<file path="config.mk">
export PLATFORM = sky130hd
export DESIGN_NAME = least_used_device_placement
export DESIGN_NICKNAME = d
export VERILOG_FILES = /design/src/design/lud_pkg.sv /design/src/design/lud_ctrl.sv /design/src/design/lud_dp.sv /design/src/design/least_used_device_placement.sv
export SDC_FILE = /design/constraint.sdc
export NUM_CORES = 2
export LEC_CHECK = 0
export ABC_AREA = 1
export BUFFER_PORTS_ARGS = -buffer_cell sky130_fd_sc_hd__buf_2
export CORE_ASPECT_RATIO = 0.5
export CORE_MARGIN = 3
export CORE_UTILIZATION = 55
export DETAILED_ROUTE_END_ITERATION = 10
export GPL_TIMING_DRIVEN = 0
export PLACE_DENSITY = 0.79
export RECOVER_POWER = 100
export SETUP_SLACK_MARGIN = 0.5
export SLEW_MARGIN = 25
export SYNTH_ARGS = -nofsm -noshare
export SYNTH_HDL_FRONTEND = slang
export SYNTH_SLANG_ARGS = --single-unit
export TNS_END_PERCENT = 10
</file>
<file path="constraint.sdc">
create_clock -name clk -period 26 [get_ports clk]
set_input_delay 5.2 -clock clk [delete_from_list [all_inputs] [get_ports clk]]
set_output_delay 5.2 -clock clk [all_outputs]
set_load 0.01 [all_outputs]
</file>
<file path="src/design/lud_pkg.sv">
package lud_pkg;

  // sizing of the device set and the placement table
  localparam int MAX_DEVICES   = 4;
  localparam int TABLE_ENTRIES = 16;

  localparam int DEV_W = (MAX_DEVICES > 1) ? $clog2(MAX_DEVICES) : 1;
  localparam int IDX_W = (TABLE_ENTRIES > 1) ? $clog2(TABLE_ENTRIES) : 1;
  localparam int CNT_W = $clog2(TABLE_ENTRIES + 1);

  // field widths
  localparam int KEY_W     = 32;
  localparam int SIZE_W    = 40;
  localparam int OUT_DEV_W = 2;
  localparam int DUI_W     = 3;
  localparam int ACT_W     = 4;

  // configuration port
  localparam int CFG_IDX_W    = 3;
  localparam int CFG_W        = 40;
  localparam int NUM_CAP_REGS = 4;

  localparam logic [CFG_IDX_W-1:0] CFG_DEVICES_IN_USE = 3'd0;
  localparam logic [CFG_IDX_W-1:0] CFG_CAPACITY_0     = 3'd1;

  localparam logic [DUI_W-1:0]  DUI_RESET = 3'd4;
  localparam logic [SIZE_W-1:0] CAP_RESET = 40'd1073741824;

  // request kinds
  localparam logic REQ_PLACE   = 1'b0;
  localparam logic REQ_RELEASE = 1'b1;

  // result codes
  typedef enum logic [2:0] {
    ST_OK        = 3'd0,
    ST_BAD_MODEL = 3'd1,
    ST_BAD_SIZE  = 3'd2,
    ST_DUP       = 3'd3,
    ST_NO_MEM    = 3'd4,
    ST_UNKNOWN   = 3'd5,
    ST_FULL      = 3'd6
  } status_t;

  typedef struct packed {
    logic              req_type;
    logic [KEY_W-1:0]  model_key;
    logic [SIZE_W-1:0] size_bytes;
  } lud_in_t;

  typedef struct packed {
    status_t              status;
    logic [OUT_DEV_W-1:0] device_index;
  } lud_out_t;

  // controller to datapath
  typedef struct packed {
    logic             load_req;
    logic             scan_clear;
    logic             rd_en;
    logic [IDX_W-1:0] rd_addr;
    logic             dev_clear;
    logic             dev_step;
    logic [DEV_W-1:0] dev_idx;
    logic             place_commit;
    logic             rel_commit;
  } lud_cmd_t;

  // datapath to controller
  typedef struct packed {
    logic                 is_release;
    logic                 key_zero;
    logic                 size_zero;
    logic                 hit;
    logic                 last;
    logic [DEV_W-1:0]     act_last;
    logic                 sel_found;
    logic                 free_found;
    logic [OUT_DEV_W-1:0] sel_dev;
    logic [OUT_DEV_W-1:0] hit_dev;
  } lud_sts_t;

  // device number as it appears on the result port
  function automatic logic [OUT_DEV_W-1:0] to_out_dev(input logic [DEV_W-1:0] d);
    logic [DEV_W+OUT_DEV_W-1:0] w;
    w = {{OUT_DEV_W{1'b0}}, d};
    return w[OUT_DEV_W-1:0];
  endfunction

endpackage

</file>
<file path="src/design/lud_ctrl.sv">
module lud_ctrl (
  input  logic               clk,
  input  logic               rst_n,
  input  logic               in_valid,
  output logic               in_stall,
  output logic               out_valid,
  input  logic               out_stall,
  output lud_pkg::lud_out_t  out_data,
  output lud_pkg::lud_cmd_t  cmd,
  input  lud_pkg::lud_sts_t  sts
);

  typedef enum logic [2:0] {
    S_IDLE,
    S_CHECK,
    S_SCAN,
    S_DEVS,
    S_DECIDE,
    S_REL,
    S_RESP
  } state_t;

  state_t                           state_r, state_nxt;
  logic [lud_pkg::CNT_W-1:0]        scan_cnt_r, scan_cnt_nxt;
  logic [lud_pkg::DEV_W-1:0]        dev_cnt_r, dev_cnt_nxt;
  lud_pkg::status_t                 res_status_r, res_status_nxt;
  logic [lud_pkg::OUT_DEV_W-1:0]    res_dev_r, res_dev_nxt;
  logic                             out_valid_r, out_valid_nxt;
  lud_pkg::lud_out_t                out_data_r, out_data_nxt;
  logic                             out_free;

  assign in_stall  = (state_r != S_IDLE);
  assign out_valid = out_valid_r;
  assign out_data  = out_data_r;

  // sequencing of one request
  always_comb begin
    state_nxt      = state_r;
    scan_cnt_nxt   = scan_cnt_r;
    dev_cnt_nxt    = dev_cnt_r;
    res_status_nxt = res_status_r;
    res_dev_nxt    = res_dev_r;
    out_valid_nxt  = out_valid_r;
    out_data_nxt   = out_data_r;
    cmd            = '0;
    out_free       = !out_valid_r || !out_stall;

    if (out_valid_r && !out_stall) begin
      out_valid_nxt = 1'b0;
    end

    unique case (state_r)
      S_IDLE: begin
        if (in_valid) begin
          cmd.load_req = 1'b1;
          state_nxt    = S_CHECK;
        end
      end
      S_CHECK: begin
        cmd.scan_clear = 1'b1;
        scan_cnt_nxt   = '0;
        res_dev_nxt    = '0;
        if (sts.is_release) begin
          state_nxt = S_SCAN;
        end else if (sts.key_zero) begin
          res_status_nxt = lud_pkg::ST_BAD_MODEL;
          state_nxt      = S_RESP;
        end else if (sts.size_zero) begin
          res_status_nxt = lud_pkg::ST_BAD_SIZE;
          state_nxt      = S_RESP;
        end else begin
          state_nxt = S_SCAN;
        end
      end
      S_SCAN: begin
        // one table read issued per cycle, compare lands in the next cycle
        cmd.rd_en   = (scan_cnt_r < lud_pkg::CNT_W'(lud_pkg::TABLE_ENTRIES));
        cmd.rd_addr = scan_cnt_r[lud_pkg::IDX_W-1:0];
        if (cmd.rd_en) begin
          scan_cnt_nxt = scan_cnt_r + 1'b1;
        end
        if (sts.hit) begin
          if (sts.is_release) begin
            state_nxt = S_REL;
          end else begin
            res_status_nxt = lud_pkg::ST_DUP;
            state_nxt      = S_RESP;
          end
        end else if (sts.last) begin
          if (sts.is_release) begin
            res_status_nxt = lud_pkg::ST_UNKNOWN;
            state_nxt      = S_RESP;
          end else begin
            cmd.dev_clear = 1'b1;
            dev_cnt_nxt   = '0;
            state_nxt     = S_DEVS;
          end
        end
      end
      S_DEVS: begin
        cmd.dev_step = 1'b1;
        cmd.dev_idx  = dev_cnt_r;
        if (dev_cnt_r == sts.act_last) begin
          state_nxt = S_DECIDE;
        end else begin
          dev_cnt_nxt = dev_cnt_r + 1'b1;
        end
      end
      S_DECIDE: begin
        state_nxt = S_RESP;
        if (!sts.sel_found) begin
          res_status_nxt = lud_pkg::ST_NO_MEM;
        end else if (!sts.free_found) begin
          res_status_nxt = lud_pkg::ST_FULL;
        end else begin
          cmd.place_commit = 1'b1;
          res_status_nxt   = lud_pkg::ST_OK;
          res_dev_nxt      = sts.sel_dev;
        end
      end
      S_REL: begin
        cmd.rel_commit = 1'b1;
        res_status_nxt = lud_pkg::ST_OK;
        res_dev_nxt    = sts.hit_dev;
        state_nxt      = S_RESP;
      end
      S_RESP: begin
        if (out_free) begin
          out_valid_nxt             = 1'b1;
          out_data_nxt.status       = res_status_r;
          out_data_nxt.device_index = res_dev_r;
          state_nxt                 = S_IDLE;
        end
      end
      default: begin
        state_nxt = S_IDLE;
      end
    endcase
  end

  // state and registered outputs
  always_ff @(posedge clk) begin
    if (!rst_n) begin
      state_r      <= S_IDLE;
      scan_cnt_r   <= '0;
      dev_cnt_r    <= '0;
      res_status_r <= lud_pkg::ST_OK;
      res_dev_r    <= '0;
      out_valid_r  <= 1'b0;
      out_data_r   <= '0;
    end else begin
      state_r      <= state_nxt;
      scan_cnt_r   <= scan_cnt_nxt;
      dev_cnt_r    <= dev_cnt_nxt;
      res_status_r <= res_status_nxt;
      res_dev_r    <= res_dev_nxt;
      out_valid_r  <= out_valid_nxt;
      out_data_r   <= out_data_nxt;
    end
  end

`ifndef SYNTH
  a_one_commit: assert property (@(posedge clk) disable iff (!rst_n)
    !(cmd.place_commit && cmd.rel_commit))
    else $error("place and release commit in the same cycle");

  a_resp_free: assert property (@(posedge clk) disable iff (!rst_n)
    (state_r == S_RESP) && out_free |=> out_valid_r && (state_r == S_IDLE))
    else $error("result not loaded when output was free");

  a_load_idle: assert property (@(posedge clk) disable iff (!rst_n)
    cmd.load_req |=> (state_r == S_CHECK))
    else $error("request load did not start a check");
`endif

endmodule

</file>
<file path="src/design/lud_dp.sv">
module lud_dp (
  input  logic                              clk,
  input  logic                              rst_n,
  input  lud_pkg::lud_in_t                  in_data,
  input  logic                              cfg_we,
  input  logic [lud_pkg::CFG_IDX_W-1:0]     cfg_index,
  input  logic [lud_pkg::CFG_W-1:0]         cfg_wdata,
  input  lud_pkg::lud_cmd_t                 cmd,
  output lud_pkg::lud_sts_t                 sts
);

  localparam int N = lud_pkg::TABLE_ENTRIES;
  localparam int M = lud_pkg::MAX_DEVICES;

  // request and configuration
  lud_pkg::lud_in_t                 req_r;
  logic [lud_pkg::DUI_W-1:0]        dui_r;
  logic [lud_pkg::SIZE_W-1:0]       cap_r [M];
  logic [lud_pkg::SIZE_W-1:0]       used_r [M];

  // placement table
  logic [N-1:0]                     valid_r;
  logic [lud_pkg::KEY_W-1:0]        key_mem [N];
  logic [lud_pkg::DEV_W-1:0]        dev_mem [N];
  logic [lud_pkg::SIZE_W-1:0]       bytes_mem [N];

  // scan stage
  logic                             rd_act_r;
  logic                             rd_vld_r;
  logic [lud_pkg::IDX_W-1:0]        rd_addr_r;
  logic [lud_pkg::KEY_W-1:0]        rd_key_r;
  logic [lud_pkg::DEV_W-1:0]        rd_dev_r;
  logic [lud_pkg::SIZE_W-1:0]       rd_bytes_r;
  logic                             hit;
  logic [lud_pkg::IDX_W-1:0]        hit_addr_r;
  logic [lud_pkg::DEV_W-1:0]        hit_dev_r;
  logic [lud_pkg::SIZE_W-1:0]       hit_bytes_r;
  logic                             free_found_r;
  logic [lud_pkg::IDX_W-1:0]        free_addr_r;

  // device selection
  logic                             sel_found_r;
  logic [lud_pkg::DEV_W-1:0]        sel_r;
  logic [lud_pkg::SIZE_W-1:0]       best_r;
  logic [lud_pkg::DEV_W-1:0]        du_idx;
  logic [lud_pkg::SIZE_W-1:0]       used_rd;
  logic [lud_pkg::SIZE_W-1:0]       cap_rd;
  logic [lud_pkg::SIZE_W:0]         room;
  logic                             fits;
  logic                             better;
  logic [lud_pkg::ACT_W-1:0]        dui_ext;
  logic [lud_pkg::ACT_W-1:0]        act_n;
  logic [lud_pkg::DEV_W-1:0]        act_last;

  // active device count, clamped to the supported range
  always_comb begin
    dui_ext = {1'b0, dui_r};
    if (dui_r == '0) begin
      act_n = lud_pkg::ACT_W'(1);
    end else if (dui_ext > lud_pkg::ACT_W'(M)) begin
      act_n = lud_pkg::ACT_W'(M);
    end else begin
      act_n = dui_ext;
    end
    act_last = lud_pkg::DEV_W'(act_n - lud_pkg::ACT_W'(1));
  end

  // one usage read port shared by the device search and both commits
  always_comb begin
    if (cmd.dev_step) begin
      du_idx = cmd.dev_idx;
    end else if (cmd.rel_commit) begin
      du_idx = hit_dev_r;
    end else begin
      du_idx = sel_r;
    end
    used_rd = used_r[du_idx];
    cap_rd  = cap_r[cmd.dev_idx];
    room    = {1'b0, cap_rd} - {1'b0, used_rd};
    fits    = (cap_rd > used_rd) && (req_r.size_bytes <= room[lud_pkg::SIZE_W-1:0]);
    better  = !sel_found_r || (used_rd < best_r);
  end

  assign hit = rd_act_r && rd_vld_r && (rd_key_r == req_r.model_key);

  // status toward the controller
  always_comb begin
    sts.is_release = (req_r.req_type == lud_pkg::REQ_RELEASE);
    sts.key_zero   = (req_r.model_key == '0);
    sts.size_zero  = (req_r.size_bytes == '0);
    sts.hit        = hit;
    sts.last       = rd_act_r && (rd_addr_r == lud_pkg::IDX_W'(N - 1));
    sts.act_last   = act_last;
    sts.sel_found  = sel_found_r;
    sts.free_found = free_found_r;
    sts.sel_dev    = lud_pkg::to_out_dev(sel_r);
    sts.hit_dev    = lud_pkg::to_out_dev(hit_dev_r);
  end

  // request capture
  always_ff @(posedge clk) begin
    if (cmd.load_req) begin
      req_r <= in_data;
    end
  end

  // configuration registers
  always_ff @(posedge clk) begin
    if (!rst_n) begin
      dui_r <= lud_pkg::DUI_RESET;
      for (int d = 0; d < M; d++) begin
        cap_r[d] <= lud_pkg::CAP_RESET;
      end
    end else if (cfg_we) begin
      if (cfg_index == lud_pkg::CFG_DEVICES_IN_USE) begin
        dui_r <= cfg_wdata[lud_pkg::DUI_W-1:0];
      end
      for (int d = 0; d < M; d++) begin
        if ((d < lud_pkg::NUM_CAP_REGS) &&
            (cfg_index == lud_pkg::CFG_CAPACITY_0 + lud_pkg::CFG_IDX_W'(d))) begin
          cap_r[d] <= cfg_wdata[lud_pkg::SIZE_W-1:0];
        end
      end
    end
  end

  // device usage, valid bits and scan control
  always_ff @(posedge clk) begin
    if (!rst_n) begin
      for (int d = 0; d < M; d++) begin
        used_r[d] <= '0;
      end
      valid_r      <= '0;
      rd_act_r     <= 1'b0;
      free_found_r <= 1'b0;
      sel_found_r  <= 1'b0;
    end else begin
      rd_act_r <= cmd.rd_en;
      if (cmd.rd_en) begin
        rd_vld_r  <= valid_r[cmd.rd_addr];
        rd_addr_r <= cmd.rd_addr;
      end
      // first free entry seen during the scan
      if (cmd.scan_clear) begin
        free_found_r <= 1'b0;
      end else if (rd_act_r && !rd_vld_r && !free_found_r) begin
        free_found_r <= 1'b1;
        free_addr_r  <= rd_addr_r;
      end
      if (hit) begin
        hit_addr_r  <= rd_addr_r;
        hit_dev_r   <= rd_dev_r;
        hit_bytes_r <= rd_bytes_r;
      end
      // least used device that fits, lowest index on a tie
      if (cmd.dev_clear) begin
        sel_found_r <= 1'b0;
      end else if (cmd.dev_step && fits && better) begin
        sel_found_r <= 1'b1;
        sel_r       <= cmd.dev_idx;
        best_r      <= used_rd;
      end
      if (cmd.place_commit) begin
        used_r[du_idx]       <= used_rd + req_r.size_bytes;
        valid_r[free_addr_r] <= 1'b1;
      end
      if (cmd.rel_commit) begin
        used_r[du_idx]      <= (used_rd >= hit_bytes_r) ? used_rd - hit_bytes_r : '0;
        valid_r[hit_addr_r] <= 1'b0;
      end
    end
  end

  // table storage with registered read
  always_ff @(posedge clk) begin
    if (cmd.place_commit) begin
      key_mem[free_addr_r]   <= req_r.model_key;
      dev_mem[free_addr_r]   <= sel_r;
      bytes_mem[free_addr_r] <= req_r.size_bytes;
    end
    if (cmd.rd_en) begin
      rd_key_r   <= key_mem[cmd.rd_addr];
      rd_dev_r   <= dev_mem[cmd.rd_addr];
      rd_bytes_r <= bytes_mem[cmd.rd_addr];
    end
  end

`ifndef SYNTH
  a_place_ready: assert property (@(posedge clk) disable iff (!rst_n)
    cmd.place_commit |-> sel_found_r && free_found_r && !valid_r[free_addr_r])
    else $error("placement committed without device or free entry");

  a_place_sets: assert property (@(posedge clk) disable iff (!rst_n)
    cmd.place_commit |=> valid_r[$past(free_addr_r)])
    else $error("placed entry not marked valid");

  a_rel_clears: assert property (@(posedge clk) disable iff (!rst_n)
    cmd.rel_commit |=> !valid_r[$past(hit_addr_r)])
    else $error("released entry still valid");

  a_dev_range: assert property (@(posedge clk) disable iff (!rst_n)
    cmd.dev_step |-> (cmd.dev_idx <= act_last))
    else $error("device step beyond the active devices");
`endif

endmodule

</file>
<file path="src/design/least_used_device_placement.sv">
// Places models on the least loaded device that has room and releases them by key.
// Each transfer on the input is a place or a release and gives exactly one result.
// One request is handled at a time, from the accepting cycle until its result is
// loaded. A place with a zero key or size is answered after the check, a release
// or a duplicate place after the key lookup, which ends at the first matching entry,
// and a place that reaches the device search after a lookup of the whole table and
// a search of the active devices. The key lookup reads one table entry per cycle
// through the table's single read port, and the device search one active device
// per cycle. A finished result sits in the output register while the next request
// is taken. Configuration writes are taken at any time and are meant for when no
// request is in flight.
module least_used_device_placement (
  input  logic                          clk,
  input  logic                          rst_n,
  input  logic                          in_valid,
  output logic                          in_stall,
  input  lud_pkg::lud_in_t              in_data,
  output logic                          out_valid,
  input  logic                          out_stall,
  output lud_pkg::lud_out_t             out_data,
  input  logic                          cfg_we,
  input  logic [lud_pkg::CFG_IDX_W-1:0] cfg_index,
  input  logic [lud_pkg::CFG_W-1:0]     cfg_wdata
);

  lud_pkg::lud_cmd_t cmd;
  lud_pkg::lud_sts_t sts;

  // sequencer
  lud_ctrl u_ctrl (
    .clk       (clk),
    .rst_n     (rst_n),
    .in_valid  (in_valid),
    .in_stall  (in_stall),
    .out_valid (out_valid),
    .out_stall (out_stall),
    .out_data  (out_data),
    .cmd       (cmd),
    .sts       (sts)
  );

  // table, device usage and configuration
  lud_dp u_dp (
    .clk       (clk),
    .rst_n     (rst_n),
    .in_data   (in_data),
    .cfg_we    (cfg_we),
    .cfg_index (cfg_index),
    .cfg_wdata (cfg_wdata),
    .cmd       (cmd),
    .sts       (sts)
  );

endmodule
</file>
==> run_results.csv <==
group,metric,value,unit
outcome,outcome,"finished, violations left",
outcome,violations,"max-capacitance violations, max-slew violations",
yosys,synth_top_cell_area_share,64.9,%
yosys,async_flop_share,0,%
place,place_hpwl,182000,um
timing,slew-limit-headroom,-44.3,%
yosys,ys.flop_type,"edfxtp_1",
yosys,netlist_top_cells_area,"edfxtp_1, nor2_1, o21ai_0",
yosys,netlist_instances,7001,
route,ant_nets,0,
route,drc,0,
clock_tree,post-cts-setup-buffers,0,
clock_tree,cts-htree-levels,4,
route,vias_per_cell,6.35,
clock_tree,cts_root_buf,"clkbuf_16",
yosys,synth_area,80900,sq um
setup_path,critPathMaxStageDelay,0.99,ns
global_route,antenna_found_initial,17,
min_path,hold_class,"flip-flop to flip-flop",
global_route,track_usage,33.2,%
pwr,pwr-share-comb,23.5,%
clock_tree,cts_buffers,152,
yosys,synth.distinct_cells,57,
route,num_vias,60000,
yosys,synth_fp_nets,7326,
pwr,p_seq_share,47.1,%
timing,final-hold-violation-count,0,
timing,finalCritPeriodShare,42.9,%
setup_path,critPathSlowestCell,"clkbuf_1",
yosys,synth-edff-count,1748,
pwr,clkPwrFrac,29.4,%
timing,tns,0,ns
clock_tree,clock-sinks,1791,
clock_tree,cts_tree,"yes",
route,drt_first_pass_iters,7,
pwr,peakVddDrop,0.0611,mV
setup_path,cp_common_cell,"nand2_1",
clock_tree,ctsHoldBuffers,0,
global_route,grt_pass1_wl,371000,um
finish,instances_no_fill,9457,
min_path,worstHoldStart,"u_dp.rd_bytes_r[25]$_DFFE_PP_",
timing,setup_violations,0,
setup_path,path_class,"flip-flop to flip-flop",
timing,rsz0062_at_grt,"no",
timing,tightest_slew,2.16,ns
setup_path,required,26.38,ns
route,wirelength,257000,um
timing,drv_slew,697,
setup_path,startpoint_type,"flip-flop",
pwr,power.density,86.7,nW/um^2
timing,timing.final.ws_setup,14.84,ns
floorplan,die_w,548,um
timing,max_freq,89.6,MHz
floorplan,placeableCoreArea,144000,sq um
job,maxCapViolCount,34,
pwr,sw_frac_of_total,33.5,%
setup_path,cp-end-kind,"flip-flop",
setup_path,crit_arrival,11.54,ns
floorplan,ios,128,
pwr,power.switching,2590,uW
finish,num-nets-final,7714,
setup_path,cp_max_fo,21,
finish,area_delta_synth_final,10.2,%
finish,nFillCells,10900,
place,port_buffers,127,
route,wl_per_cell,27.2,um
yosys,yosysSeqAreaShare,66.0,%
place,place_ws,17.70,ns
floorplan,dieArea,152000,sq um
yosys,synth_area_leader_cell,"edfxtp_1",
place,placed_area,86100,sq um
global_route,grt_max_degree,41,
pwr,finalPower,7730,uW
floorplan,die_h,277,um
finish,layout-drive-gt1-share,5.73,%
setup_path,cp-startpoint,"u_ctrl.state_r[1]$_SDFFE_PN0P_",
clock_tree,insertion_delay,0.82,ns
pwr,p_int,5140,uW
yosys,syn_area_per_cell,11.6,sq um
global_route,grt_remaining_overflow,0,
timing,fin_crit,11.16,ns
route,drtIter0Drc,9427,
clock_tree,cts_resized,0,
yosys,ys_ff_latch,1791,
place,dp_cells,9179,
global_route,grt_pass1_vias,56800,
setup_path,timing.rr.start,"u_ctrl.state_r[1]$_SDFFE_PN0P_",
yosys,ys_warn_count,0,
floorplan,start_util,56.0,%
finish,final_area,89100,sq um
floorplan,row_count,98,
place,gp_congestion,0.999,
timing,skew,0.0722,ns
clock_tree,cts.clk_slew.worst_paths,0.08,ns
pwr,power_leakage,0.0318,uW
clock_tree,clockBufferDepth,3,
worst max-delay path, delay by kind of cell (launching register included):
family / cells / cell delay, ns
buffers and inverters: 9 / 3.98
AND/OR/NAND/NOR: 16 / 3.45
AO/OA/AOI/OAI: 9 / 2.30
adder cells (fa/ha/maj): 2 / 0.57
flip-flops: 1 / 0.38
final cells by class:
cell class | instances | area (sq um) | share of cell area (%)
Sequential cell | 1791 | 53400 | 59.9
Multi-Input combinational cell | 4254 | 23800 | 26.7
Clock buffer | 186 | 3990 | 4.48
Tap cell | 1950 | 2440 | 2.74
Inverter | 612 | 2300 | 2.58
Buffer | 344 | 1370 | 1.54
Timing Repair Buffer | 234 | 1060 | 1.19
Clock inverter | 85 | 831 | 0.932
Antenna cell | 1 | 2.50 | 0.00281
synth_stat cells (36+ instances only):
library cell / number
o21ai_0: 739
a32oi_1: 38
xnor2_1: 36
xor2_1: 44
or2_2: 59
o21bai_1: 331
nand2_1: 604
a32o_1: 75
nor4_1: 41
edfxtp_1: 1748
o22ai_1: 40
nor3_1: 44
nor2_1: 1003
o21ai_1: 68
clkbuf_1: 279
a31oi_1: 114
dfxtp_1: 43
a22oi_1: 39
o211ai_1: 240
inv_1: 600
a21oi_1: 265
nand3_1: 137
ha_1: 201
metrics by stage:
stage	hold slack [ns]	utilization, %
finish	0.389	61.7
global route	0.399	61.7
CTS	0.386	62.9
detailed placement	0.405	59.6
global placement	0.404	58.1
floorplan	0.400	-
layer usage:
metal | up-vias | wire, um | GRT usage, %
met5 | - | 102 | 0
met4 | 16 | 15100 | 16.7
met3 | 772 | 34100 | 8.26
met2 | 4415 | 112000 | 49.3
met1 | 28700 | 96100 | 45.7
li1 | 26200 | - | -
cells by family (layout without fill, tap and decap cells):
group	count (synthesis)	in the layout	synth area share [%]
AND/OR/NAND/NOR	1959	1959	9.99
flip-flops	1791	1791	66.0
buffers and inverters	956	1461	4.56
AO/OA/AOI/OAI	2011	2011	15.4
adder cells (fa/ha/maj)	204	204	3.18
other	0	1	0
XOR/XNOR	80	80	0.866
state kept, by name (all words and copies together), names as in the netlist, 5 cells and up:
register and count:
u_dp.dev_mem 32, u_dp.valid_r 16, u_dp.bytes_mem 640, u_dp.hit_bytes_r 40
u_ctrl.scan_cnt_r 5, u_ctrl.out_data 5, u_dp.req_r 72, u_dp.rd_key_r 32
u_dp.rd_bytes_r 40, u_dp.used_r 160, u_dp.best_r 40, u_dp.cap_r 160
u_dp.key_mem 512
power by group through the flow:
stage | Clock, uW | Combinational (uW) | Sequential, uW
2_1_floorplan | 0 | 1100 | 3590
5_1_grt | 2390 | 1950 | 3650
4_1_cts | 2270 | 1780 | 3640
3_5_place_dp | 0 | 1770 | 3700
6_report | 2270 | 1820 | 3640
3_3_place_gp | 0 | 1680 | 3730
worst paths after layout:
path / to / slack, ns / cells after the start
worst max-delay path: u_dp.best_r[25]$_DFFE_PP_ / 14.84 / 36
worst min-delay path: u_dp.hit_bytes_r[25]$_DFFE_PP_ / 0.39 / 0
worst max register to register: u_dp.best_r[25]$_DFFE_PP_ / 14.84 / 36
worst min register to register: u_dp.hit_bytes_r[25]$_DFFE_PP_ / 0.39 / 0
cell usage in the layout (no fill, tap or decap), types with 6 or more instances in the layout:
master,synthesis,layout
clkinv_1,1,35
a21o_1,18,18
or2_2,59,59
nand3b_1,8,8
a32oi_1,38,38
ha_1,201,201
o21bai_1,331,331
a21oi_1,265,265
o211ai_1,240,240
nand3_1,137,138
o22ai_1,40,40
nor4_1,41,41
nand2_1,604,606
nor2_1,1003,1009
inv_6,0,6
nor3_1,44,44
o21ai_0,739,739
clkinv_2,0,23
nand4_1,34,35
clkbuf_1,279,429
a21boi_0,8,10
a31oi_1,114,114
edfxtp_1,1748,1748
o21ai_1,68,68
buf_2,25,137
a32o_1,75,75
o21a_1,11,11
xnor2_1,36,36
buf_1,30,28
clkbuf_16,0,154
dfxtp_1,43,43
a22oi_1,39,39
inv_1,600,604
xor2_1,44,44
bufinv_16,0,9
(Power assumes the default switching activity.)
